**src/rtl/prg_pkg.sv**
```systemverilog
// Shared constants, types and codes for the palette ramp row generator.
// Used by every module of the block; depends on nothing else.
package prg_pkg;

    localparam int PALETTE_DEPTH = 16;
    localparam int MAX_WIDTH     = 64;
    localparam int MAX_HEIGHT    = 4096;

    localparam int CFG_W_W = 7;
    localparam int CFG_H_W = 13;
    localparam int CFG_C_W = 5;
    localparam int ROW_W   = 12;
    localparam int SLOT_W  = 4;
    localparam int COMP_W  = 8;

    localparam int PAL_AW  = (PALETTE_DEPTH > 1) ? $clog2(PALETTE_DEPTH) : 1;
    localparam int NCOL_W  = $clog2(PALETTE_DEPTH + 1);
    localparam int HM1_W   = CFG_H_W;
    localparam int W_W     = $clog2(MAX_WIDTH + 1);
    localparam int IDX_W   = $clog2(MAX_WIDTH);
    localparam int FRAC_W  = 16;
    localparam int SPAN_W  = NCOL_W + FRAC_W;
    localparam int PROD_W  = ROW_W + SPAN_W;

    localparam int Q_ONE_P001    = 65601;
    localparam int DEFAULT_WIDTH = 8;

    localparam int DIV_STEPS = 5;
    localparam int CNT_W     = $clog2(SPAN_W + 1);

    localparam int QDEPTH = 4;
    localparam int QAW    = $clog2(QDEPTH);

    localparam int ADDR_W = 4;
    localparam int DATA_W = 32;

    localparam logic [1:0] REG_WIDTH  = 2'd0;
    localparam logic [1:0] REG_HEIGHT = 2'd1;
    localparam logic [1:0] REG_COLORS = 2'd2;

    localparam logic CMD_LOAD   = 1'b0;
    localparam logic CMD_RENDER = 1'b1;

    typedef enum logic {
        K_LOAD,
        K_RENDER
    } t_kind;

    typedef enum logic [1:0] {
        BS_IDLE,
        BS_DIV,
        BS_READ,
        BS_BLEND
    } t_bstate;

    typedef struct packed {
        logic [COMP_W-1:0] red;
        logic [COMP_W-1:0] green;
        logic [COMP_W-1:0] blue;
    } t_pix;

    typedef struct packed {
        t_kind             kind;
        logic [PAL_AW-1:0] slot;
        t_pix              color;
        logic [ROW_W-1:0]  row;
    } t_qent;

    typedef struct packed {
        logic [NCOL_W-1:0] ncol;
        logic [HM1_W-1:0]  hm1;
        logic [W_W-1:0]    width;
    } t_rcfg;

endpackage

```
**src/rtl/prg_front.sv**
```systemverilog
// Front end: takes input beats, classifies them and derives the effective ramp settings.
// Depends on prg_pkg; feeds prg_fifo and supplies settings to the back end.
module prg_front import prg_pkg::*; (
    input  logic [CFG_W_W-1:0] i_ramp_width,
    input  logic [CFG_H_W-1:0] i_ramp_height,
    input  logic [CFG_C_W-1:0] i_color_count,
    input  logic               i_valid,
    input  logic               i_cmd,
    input  logic [SLOT_W-1:0]  i_slot,
    input  logic [COMP_W-1:0]  i_red_in,
    input  logic [COMP_W-1:0]  i_green_in,
    input  logic [COMP_W-1:0]  i_blue_in,
    input  logic [ROW_W-1:0]   i_row,
    input  logic               i_full,
    output logic               o_stall,
    output logic               o_push,
    output t_qent              o_entry,
    output t_rcfg              o_cfg
);

    logic [NCOL_W-1:0]  ncol;
    logic [CFG_H_W-1:0] h_sat;
    logic [CFG_H_W-1:0] two_n;
    logic [CFG_H_W-1:0] h_eff;
    logic [HM1_W-1:0]   hm1;
    logic [W_W-1:0]     w_eff;
    logic               load_ok;
    logic               render_ok;

    always_comb begin
        if (32'(i_color_count) > PALETTE_DEPTH) begin
            ncol = NCOL_W'(PALETTE_DEPTH);
        end else begin
            ncol = NCOL_W'(i_color_count);
        end

        if (32'(i_ramp_height) > MAX_HEIGHT) begin
            h_sat = CFG_H_W'(MAX_HEIGHT);
        end else begin
            h_sat = i_ramp_height;
        end
        two_n = CFG_H_W'({ncol, 1'b0});
        if (h_sat < two_n) begin
            h_eff = two_n;
        end else begin
            h_eff = h_sat;
        end
        hm1 = HM1_W'(h_eff - CFG_H_W'(1));

        if (i_ramp_width == '0) begin
            w_eff = W_W'(DEFAULT_WIDTH);
        end else if (32'(i_ramp_width) > MAX_WIDTH) begin
            w_eff = W_W'(MAX_WIDTH);
        end else begin
            w_eff = W_W'(i_ramp_width);
        end
    end

    assign o_cfg.ncol  = ncol;
    assign o_cfg.hm1   = hm1;
    assign o_cfg.width = w_eff;

    assign load_ok   = (i_cmd == CMD_LOAD) && (32'(i_slot) < PALETTE_DEPTH);
    assign render_ok = (i_cmd == CMD_RENDER) && (i_color_count >= CFG_C_W'(2));

    assign o_stall = i_full;
    assign o_push  = i_valid && !i_full && (load_ok || render_ok);

    always_comb begin
        o_entry.kind        = (i_cmd == CMD_RENDER) ? K_RENDER : K_LOAD;
        o_entry.slot        = PAL_AW'(i_slot);
        o_entry.color.red   = i_red_in;
        o_entry.color.green = i_green_in;
        o_entry.color.blue  = i_blue_in;
        if ({1'b0, i_row} > (ROW_W + 1)'(hm1)) begin
            o_entry.row = ROW_W'(hm1);
        end else begin
            o_entry.row = i_row;
        end
    end

endmodule

```
**src/rtl/prg_fifo.sv**
```systemverilog
// Short command queue between the front end and the back end.
// Depends on prg_pkg for the entry type and depth.
module prg_fifo import prg_pkg::*; (
    input  logic  i_clk,
    input  logic  i_rst_n,
    input  logic  i_push,
    input  t_qent i_entry,
    input  logic  i_pop,
    output logic  o_full,
    output logic  o_empty,
    output t_qent o_head
);

    t_qent            r_mem [QDEPTH];
    logic [QAW-1:0]   r_wp;
    logic [QAW-1:0]   r_rp;
    logic [QAW:0]     r_cnt;
    logic [QAW-1:0]   n_wp;
    logic [QAW-1:0]   n_rp;
    logic [QAW:0]     n_cnt;
    logic             do_push;
    logic             do_pop;

    assign o_full  = (r_cnt == (QAW + 1)'(QDEPTH));
    assign o_empty = (r_cnt == '0);
    assign o_head  = r_mem[r_rp];
    assign do_push = i_push && !o_full;
    assign do_pop  = i_pop && !o_empty;

    always_comb begin
        n_wp  = r_wp;
        n_rp  = r_rp;
        n_cnt = r_cnt;
        if (do_push) begin
            n_wp = (r_wp == QAW'(QDEPTH - 1)) ? '0 : r_wp + QAW'(1);
        end
        if (do_pop) begin
            n_rp = (r_rp == QAW'(QDEPTH - 1)) ? '0 : r_rp + QAW'(1);
        end
        if (do_push && !do_pop) begin
            n_cnt = r_cnt + (QAW + 1)'(1);
        end else if (do_pop && !do_push) begin
            n_cnt = r_cnt - (QAW + 1)'(1);
        end
    end

    always_ff @(posedge i_clk) begin
        if (!i_rst_n) begin
            r_wp  <= '0;
            r_rp  <= '0;
            r_cnt <= '0;
        end else begin
            r_wp  <= n_wp;
            r_rp  <= n_rp;
            r_cnt <= n_cnt;
        end
    end

    always_ff @(posedge i_clk) begin
        if (do_push) begin
            r_mem[r_wp] <= i_entry;
        end
    end

endmodule

```
**src/rtl/prg_back.sv**
```systemverilog
// Back end: palette store, blend position divider and colour blend for each command.
// Depends on prg_pkg; pops prg_fifo and hands row colours to prg_emit.
module prg_back import prg_pkg::*; (
    input  logic  i_clk,
    input  logic  i_rst_n,
    input  t_rcfg i_cfg,
    input  logic  i_empty,
    input  t_qent i_head,
    output logic  o_pop,
    input  logic  i_emit_ready,
    output logic  o_emit_load,
    output t_pix  o_emit_color
);

    function automatic logic [COMP_W-1:0] blend_lane(
        input logic [COMP_W-1:0] a,
        input logic [COMP_W-1:0] b,
        input logic [FRAC_W-1:0] f
    );
        logic signed [COMP_W:0]          d;
        logic signed [FRAC_W+COMP_W+1:0] m;
        logic signed [FRAC_W+COMP_W+1:0] s;
        d = $signed({1'b0, b}) - $signed({1'b0, a});
        m = $signed({1'b0, f}) * d;
        s = (m >>> FRAC_W) + $signed({{(FRAC_W + 2){1'b0}}, a});
        return s[COMP_W-1:0];
    endfunction

    t_bstate            r_state;
    t_bstate            n_state;
    logic [HM1_W-1:0]   r_rem;
    logic [SPAN_W-1:0]  r_dlo;
    logic [SPAN_W-1:0]  r_quo;
    logic [CNT_W-1:0]   r_cnt;
    logic [HM1_W-1:0]   n_rem;
    logic [SPAN_W-1:0]  n_dlo;
    logic [SPAN_W-1:0]  n_quo;
    logic [CNT_W-1:0]   n_cnt;
    logic [23:0]        r_pal [PALETTE_DEPTH];
    t_pix               r_c0;
    t_pix               r_c1;
    logic               pal_we;
    logic               pal_re;
    logic               start;
    logic [SPAN_W-1:0]  span;
    logic [PROD_W-1:0]  prod;
    logic [NCOL_W-1:0]  pidx;
    logic [PAL_AW-1:0]  ra0;
    logic [PAL_AW-1:0]  ra1;
    logic [FRAC_W-1:0]  frac;

    assign span = SPAN_W'({i_cfg.ncol, {FRAC_W{1'b0}}}) - SPAN_W'(Q_ONE_P001);
    assign prod = PROD_W'(i_head.row) * PROD_W'(span);

    always_comb begin
        n_state = r_state;
        case (r_state)
            BS_IDLE: begin
                if (!i_empty && i_head.kind == K_RENDER) begin
                    n_state = BS_DIV;
                end
            end
            BS_DIV: begin
                if (32'(r_cnt) <= DIV_STEPS) begin
                    n_state = BS_READ;
                end
            end
            BS_READ: begin
                n_state = BS_BLEND;
            end
            BS_BLEND: begin
                if (i_emit_ready) begin
                    n_state = BS_IDLE;
                end
            end
            default: begin
                n_state = BS_IDLE;
            end
        endcase
    end

    always_comb begin
        o_pop       = 1'b0;
        pal_we      = 1'b0;
        start       = 1'b0;
        pal_re      = 1'b0;
        o_emit_load = 1'b0;
        case (r_state)
            BS_IDLE: begin
                o_pop  = !i_empty;
                pal_we = !i_empty && (i_head.kind == K_LOAD);
                start  = !i_empty && (i_head.kind == K_RENDER);
            end
            BS_DIV: begin
            end
            BS_READ: begin
                pal_re = 1'b1;
            end
            BS_BLEND: begin
                o_emit_load = i_emit_ready;
            end
            default: begin
            end
        endcase
    end

    always_comb begin
        logic [HM1_W:0] trial;
        logic           qb;
        trial = '0;
        qb    = 1'b0;
        n_rem = r_rem;
        n_dlo = r_dlo;
        n_quo = r_quo;
        for (int k = 0; k < DIV_STEPS; k++) begin
            if (32'(r_cnt) > k) begin
                trial = {n_rem, n_dlo[SPAN_W-1]};
                if (trial >= {1'b0, i_cfg.hm1}) begin
                    n_rem = HM1_W'(trial - {1'b0, i_cfg.hm1});
                    qb    = 1'b1;
                end else begin
                    n_rem = HM1_W'(trial);
                    qb    = 1'b0;
                end
                n_dlo = {n_dlo[SPAN_W-2:0], 1'b0};
                n_quo = {n_quo[SPAN_W-2:0], qb};
            end
        end
        if (32'(r_cnt) > DIV_STEPS) begin
            n_cnt = r_cnt - CNT_W'(DIV_STEPS);
        end else begin
            n_cnt = '0;
        end
    end

    always_ff @(posedge i_clk) begin
        if (!i_rst_n) begin
            r_state <= BS_IDLE;
        end else begin
            r_state <= n_state;
        end
    end

    always_ff @(posedge i_clk) begin
        if (start) begin
            r_rem <= HM1_W'(prod >> SPAN_W);
            r_dlo <= prod[SPAN_W-1:0];
            r_cnt <= CNT_W'(SPAN_W);
        end else if (r_state == BS_DIV) begin
            r_rem <= n_rem;
            r_dlo <= n_dlo;
            r_quo <= n_quo;
            r_cnt <= n_cnt;
        end
    end

    assign pidx = r_quo[SPAN_W-1:FRAC_W];
    assign ra0  = PAL_AW'(pidx);
    assign ra1  = PAL_AW'(pidx + NCOL_W'(1));
    assign frac = r_quo[FRAC_W-1:0];

    always_ff @(posedge i_clk) begin
        if (pal_we) begin
            r_pal[i_head.slot] <= i_head.color;
        end
        if (pal_re) begin
            r_c0 <= r_pal[ra0];
            r_c1 <= r_pal[ra1];
        end
    end

    assign o_emit_color.red   = blend_lane(r_c0.red,   r_c1.red,   frac);
    assign o_emit_color.green = blend_lane(r_c0.green, r_c1.green, frac);
    assign o_emit_color.blue  = blend_lane(r_c0.blue,  r_c1.blue,  frac);

endmodule

```
**src/rtl/prg_emit.sv**
```systemverilog
// Pixel emitter: holds one row colour and sends it out once per pixel of the row.
// Depends on prg_pkg; loaded by prg_back.
module prg_emit import prg_pkg::*; (
    input  logic              i_clk,
    input  logic              i_rst_n,
    input  logic [W_W-1:0]    i_width,
    input  logic              i_load,
    input  t_pix              i_color,
    output logic              o_ready,
    output logic              o_valid,
    input  logic              i_stall,
    output logic [COMP_W-1:0] o_red,
    output logic [COMP_W-1:0] o_green,
    output logic [COMP_W-1:0] o_blue,
    output logic              o_last
);

    logic             r_busy;
    t_pix             r_color;
    logic [IDX_W-1:0] r_idx;
    logic             beat;
    logic             last;

    assign last    = (r_idx == IDX_W'(i_width - W_W'(1)));
    assign beat    = r_busy && !i_stall;
    assign o_ready = !r_busy || (beat && last);
    assign o_valid = r_busy;
    assign o_red   = r_color.red;
    assign o_green = r_color.green;
    assign o_blue  = r_color.blue;
    assign o_last  = last;

    always_ff @(posedge i_clk) begin
        if (!i_rst_n) begin
            r_busy <= 1'b0;
        end else if (i_load) begin
            r_busy <= 1'b1;
        end else if (beat && last) begin
            r_busy <= 1'b0;
        end
    end

    always_ff @(posedge i_clk) begin
        if (i_load) begin
            r_color <= i_color;
            r_idx   <= '0;
        end else if (beat) begin
            r_idx <= r_idx + IDX_W'(1);
        end
    end

endmodule

```
**src/rtl/palette_ramp_row_generator_top.sv**
```systemverilog
// Palette colour ramp row generator: a load beat writes one palette entry, a render beat
// with a colour count of at least two emits one row of a vertical ramp whose colour blends
// two neighbouring palette entries. The back end works on one command at a time: a load is
// written as it is popped, a row colour passes through the product of row and span, divider
// passes that yield the 21 quotient bits at up to five bits each, palette read and blend.
// Pixels leave one per cycle from the emitter while the output is not stalled; the emitter
// overlaps with the next row's colour. A four-entry queue lets input beats arrive while the
// output is stalled. Depends on prg_pkg, prg_front, prg_fifo, prg_back and prg_emit.
module palette_ramp_row_generator_top import prg_pkg::*; (
    input  logic              i_clk,
    input  logic              i_rst_n,
    input  logic              psel,
    input  logic              penable,
    input  logic              pwrite,
    input  logic [ADDR_W-1:0] paddr,
    input  logic [DATA_W-1:0] pwdata,
    output logic [DATA_W-1:0] prdata,
    output logic              pready,
    input  logic              i_in_valid,
    output logic              o_in_stall,
    input  logic              i_cmd,
    input  logic [SLOT_W-1:0] i_slot,
    input  logic [COMP_W-1:0] i_red_in,
    input  logic [COMP_W-1:0] i_green_in,
    input  logic [COMP_W-1:0] i_blue_in,
    input  logic [ROW_W-1:0]  i_row,
    output logic              o_out_valid,
    input  logic              i_out_stall,
    output logic [COMP_W-1:0] o_red_out,
    output logic [COMP_W-1:0] o_green_out,
    output logic [COMP_W-1:0] o_blue_out,
    output logic              o_last_pixel
);

    logic [CFG_W_W-1:0] r_ramp_width;
    logic [CFG_H_W-1:0] r_ramp_height;
    logic [CFG_C_W-1:0] r_color_count;
    logic               wr_en;
    logic [1:0]         reg_idx;
    t_rcfg              cfg;
    logic               push;
    t_qent              entry;
    logic               full;
    logic               empty;
    t_qent              head;
    logic               pop;
    logic               emit_ready;
    logic               emit_load;
    t_pix               emit_color;

    assign pready  = 1'b1;
    assign wr_en   = psel && penable && pwrite && pready;
    assign reg_idx = paddr[ADDR_W-1:2];

    always_ff @(posedge i_clk) begin
        if (!i_rst_n) begin
            r_ramp_width  <= CFG_W_W'(8);
            r_ramp_height <= CFG_H_W'(32);
            r_color_count <= CFG_C_W'(2);
        end else if (wr_en) begin
            case (reg_idx)
                REG_WIDTH:  r_ramp_width  <= pwdata[CFG_W_W-1:0];
                REG_HEIGHT: r_ramp_height <= pwdata[CFG_H_W-1:0];
                REG_COLORS: r_color_count <= pwdata[CFG_C_W-1:0];
                default: begin
                end
            endcase
        end
    end

    always_comb begin
        case (reg_idx)
            REG_WIDTH:  prdata = DATA_W'(r_ramp_width);
            REG_HEIGHT: prdata = DATA_W'(r_ramp_height);
            REG_COLORS: prdata = DATA_W'(r_color_count);
            default:    prdata = '0;
        endcase
    end

    prg_front u_front (
        .i_ramp_width  (r_ramp_width),
        .i_ramp_height (r_ramp_height),
        .i_color_count (r_color_count),
        .i_valid       (i_in_valid),
        .i_cmd         (i_cmd),
        .i_slot        (i_slot),
        .i_red_in      (i_red_in),
        .i_green_in    (i_green_in),
        .i_blue_in     (i_blue_in),
        .i_row         (i_row),
        .i_full        (full),
        .o_stall       (o_in_stall),
        .o_push        (push),
        .o_entry       (entry),
        .o_cfg         (cfg)
    );

    prg_fifo u_fifo (
        .i_clk   (i_clk),
        .i_rst_n (i_rst_n),
        .i_push  (push),
        .i_entry (entry),
        .i_pop   (pop),
        .o_full  (full),
        .o_empty (empty),
        .o_head  (head)
    );

    prg_back u_back (
        .i_clk        (i_clk),
        .i_rst_n      (i_rst_n),
        .i_cfg        (cfg),
        .i_empty      (empty),
        .i_head       (head),
        .o_pop        (pop),
        .i_emit_ready (emit_ready),
        .o_emit_load  (emit_load),
        .o_emit_color (emit_color)
    );

    prg_emit u_emit (
        .i_clk   (i_clk),
        .i_rst_n (i_rst_n),
        .i_width (cfg.width),
        .i_load  (emit_load),
        .i_color (emit_color),
        .o_ready (emit_ready),
        .o_valid (o_out_valid),
        .i_stall (i_out_stall),
        .o_red   (o_red_out),
        .o_green (o_green_out),
        .o_blue  (o_blue_out),
        .o_last  (o_last_pixel)
    );

endmodule

```
**config.mk**
```make
export PLATFORM = sky130hd
export DESIGN_NAME = palette_ramp_row_generator_top
export DESIGN_NICKNAME = d
export VERILOG_FILES = /design/src/rtl/prg_pkg.sv /design/src/rtl/prg_front.sv /design/src/rtl/prg_fifo.sv /design/src/rtl/prg_back.sv /design/src/rtl/prg_emit.sv /design/src/rtl/palette_ramp_row_generator_top.sv
export SDC_FILE = /design/constraint.sdc
export NUM_CORES = 2
export LEC_CHECK = 0
export ABC_AREA = 1
export BUFFER_PORTS_ARGS = -buffer_cell sky130_fd_sc_hd__buf_2
export CAP_MARGIN = 5
export CORE_MARGIN = 3
export CORE_UTILIZATION = 50
export CTS_CLUSTER_SIZE = 28
export DETAILED_ROUTE_END_ITERATION = 10
export PLACE_DENSITY = 0.69
export SYNTH_ARGS = -nofsm -noshare
export SYNTH_HDL_FRONTEND = slang
export SYNTH_HIERARCHICAL = 1
export SYNTH_SLANG_ARGS = --single-unit
```
**constraint.sdc**
```tcl
create_clock -name i_clk -period 11.55 [get_ports i_clk]
set_input_delay 2.8875 -clock i_clk [delete_from_list [all_inputs] [get_ports i_clk]]
set_output_delay 2.8875 -clock i_clk [all_outputs]
set_load 0.05 [all_outputs]
```
==> summary.md <==
Min path
• **Hold Startpoint** r_ramp_width[0]
• **type of the worst min-delay path** flop to flop

Drt
• **average wire length per cell after detail routing** 18.5 um
• **remaining routing DRC violations** 0
• **average vias per placed instance** 5.58
• **iteration count of the initial detailed-routing pass** 6
• **total number of vias** 47700
• **final WL** 158000 um
• **number of DRC markers after the initial detailed-route iteration** 4056
• **post-route ant nets** 0

Worst setup path
• **cell occurring most often along the worst timing path** sky130_fd_sc_hd__nand2_1
• **critical path startpoint** r_ramp_height[11]
• **Worst Path Max Fanout** 11
• **element type at the critical path start** flop
• **CP max stage delay** 0.32 ns
• **Worst R2R Start** r_ramp_height[11]
• **required time worst endpoint** 11.92 ns
• **r2r worst-path depth** 85
• **type of the worst setup path** flop to flop
• **setup slack, reg-to-reg** 0.29 ns
• **last element of the critical path** u_back/r_rem[11]
• **type of destination of the critical path** flop
• **endpoint of the worst-slack reg-to-reg timing path** u_back/r_rem[11]
• **slowest cell on the critical path** sky130_fd_sc_hd__dfxtp_2
• **arrival time of data at the critical path endpoint** 11.63 ns

Timing
• **least setup slack across all paths after layout** 0.288 ns
• **measured slew at the worst slew-check pin** 1.32 ns
• **final clock skew** 0.0312 ns
• **fraction of the cycle the final worst path needs** 97.5%
• **final sum of negative setup slack** 0 ns
• **Setup violations, final** 0
• **Relative slew margins** 12.1%
• **RSZ-0062 raised after global routing** true
• **number of slew-limit violations in the final report** 0
• **final hold violations** 0
• **achievable frequency** 88.8 MHz
• **post-layout minimum cycle time** 11.26 ns

Clock network
• **clock tree from TritonCTS** done
• **maximum count of clock buffers along a single path** 3
• **CTS Hold Bufs** 0
• **sinks on the clock net** 722
• **source-to-sink clock delay at the later pin of the worst-skew pair** 0.65 ns
• **clock buffers created by TritonCTS** 79
• **clk slew on worst S/H paths** 0.06 ns
• **total number of H-tree levels** 3
• **root buffer cell** sky130_fd_sc_hd__clkbuf_16

Die
• **area of the die** 122000 um2
• **Chip Height** 350 um
• **site row count** 125
• **Die Width** 350 um
• **I/O pin cnt** 144
• **Initial Util** 50.6%
• **Floorplan Core Area** 117000 um2

Finish
• **layout cell share with drive strength beyond 1** 14.1%
• **number of fill cells in the layout** 9946
• **most frequent cells in the layout** sky130_fd_sc_hd__nand2_1 (1087), sky130_fd_sc_hd__inv_1 (1007), sky130_fd_sc_hd__edfxtp_1 (673)
• **Finished Core Util** 57.5%
• **area growth from synthesis to layout** 13.6%
• **layout net count** 7877
• **most common library cell in the layout ignoring fill and taps** sky130_fd_sc_hd__nand2_1

GRT
• **number of antenna violations at the first check in global routing** 7
• **global-route wire length before repair** 248000 um
• **grt total ovfl** 0
• **pin count of the biggest net entering global routing** 213
• **Tot GR Track Use** 25.6%
• **via count of the first global-routing pass** 46900

Placement
• **HPWL after detailed placement** 108000 um
• **number of buffer cells added on primary ports** 102
• **Worst Setup Slack post-DPL** -0.633 ns
• **routability congestion estimate from global placement** 0.895

Outcome
• **result of the run** complete, no violations

Synth
• **mean post-synth cell area** 8.79 um2
• **cell area after synthesis** 59100 um2
• **instance count of the mapped netlist** 6715
• **number of synthesis warnings** 6

Run
• **max-cap violations** 0

[stage by stage]
| stage | hold slack [ns] | area [um2] | instances |
|---|---|---|---|
| floorplan | 0.466 | 59200 | 6733 |
| global placement | 0.491 | 63000 | 8372 |
| detailed placement | 0.495 | 63000 | 8372 |
| CTS | 0.504 | 65900 | 8523 |
| global route | 0.542 | 67100 | 8555 |
| finish | 0.501 | 67100 | 8556 |
[flip-flops by register name, indices dropped and copies added, names as in the netlist, 13 cells and up, named ones only]
| register | count |
|---|---|
| u_back/r_pal | 384 |
| u_fifo/r_mem | 164 |
| u_back/r_c0 | 24 |
| u_back/r_c1 | 24 |
| u_back/r_dlo | 21 |
| u_back/r_quo | 20 |
| r_ramp_height | 13 |
| u_back/r_rem | 13 |
[repair_timing]
action	CTS	global route
endpoints found under the setup margin	14	14
cloned	0	4
resized for setup	47	214
buffers inserted	8	27
pin swaps	24	83
[worst min-delay path by stage]
stage	endpoint	slack (ns)	cells past startpoint
after floorplan	u_emit/r_idx[5]	0.47	2
after global placement	u_emit/r_idx[5]	0.49	2
after detailed placement	u_emit/r_idx[5]	0.49	2
after CTS	r_ramp_width[0]	0.50	2
after global routing	r_ramp_width[0]	0.54	2
final	r_ramp_width[0]	0.50	2
[worst max-delay path, delay by kind of cell, from the launching register on]
| family | cells | cell delay, ns |
|---|---|---|
| compound gates | 28 | 4.06 |
| xor+xnor | 2 | 0.31 |
| fa+ha+maj | 7 | 1.74 |
| buf+inv | 12 | 1.21 |
| flops | 1 | 0.32 |
| simple gates | 36 | 3.26 |
[final cells by class]
| cell class | count | area (um2) | area share (%) |
|---|---|---|---|
| antenna | 2 | 5.00 | 0.00746 |
| clock buffer | 95 | 2120 | 3.16 |
| clock inverter | 48 | 520 | 0.776 |
| inverter | 1069 | 4050 | 6.04 |
| multi-input combinational | 4580 | 33600 | 50.0 |
| sequential | 722 | 21200 | 31.6 |
| tap | 1524 | 1910 | 2.84 |
| timing repair buffer | 515 | 3700 | 5.52 |
| timing repair inverter | 1 | 5.00 | 0.00746 |
[metal layers]
layer	up-vias	track usage, %	routed length [um]
li1	22600	-	-
met1	22800	33.6	65400
met2	1918	43.1	74300
met3	343	4.01	13000
met4	2	9.22	5470
met5	-	0	13
Power is left out: the tool's default activity adds up to more than one toggle a clock period on the data nets, which glitch-free logic cannot reach.
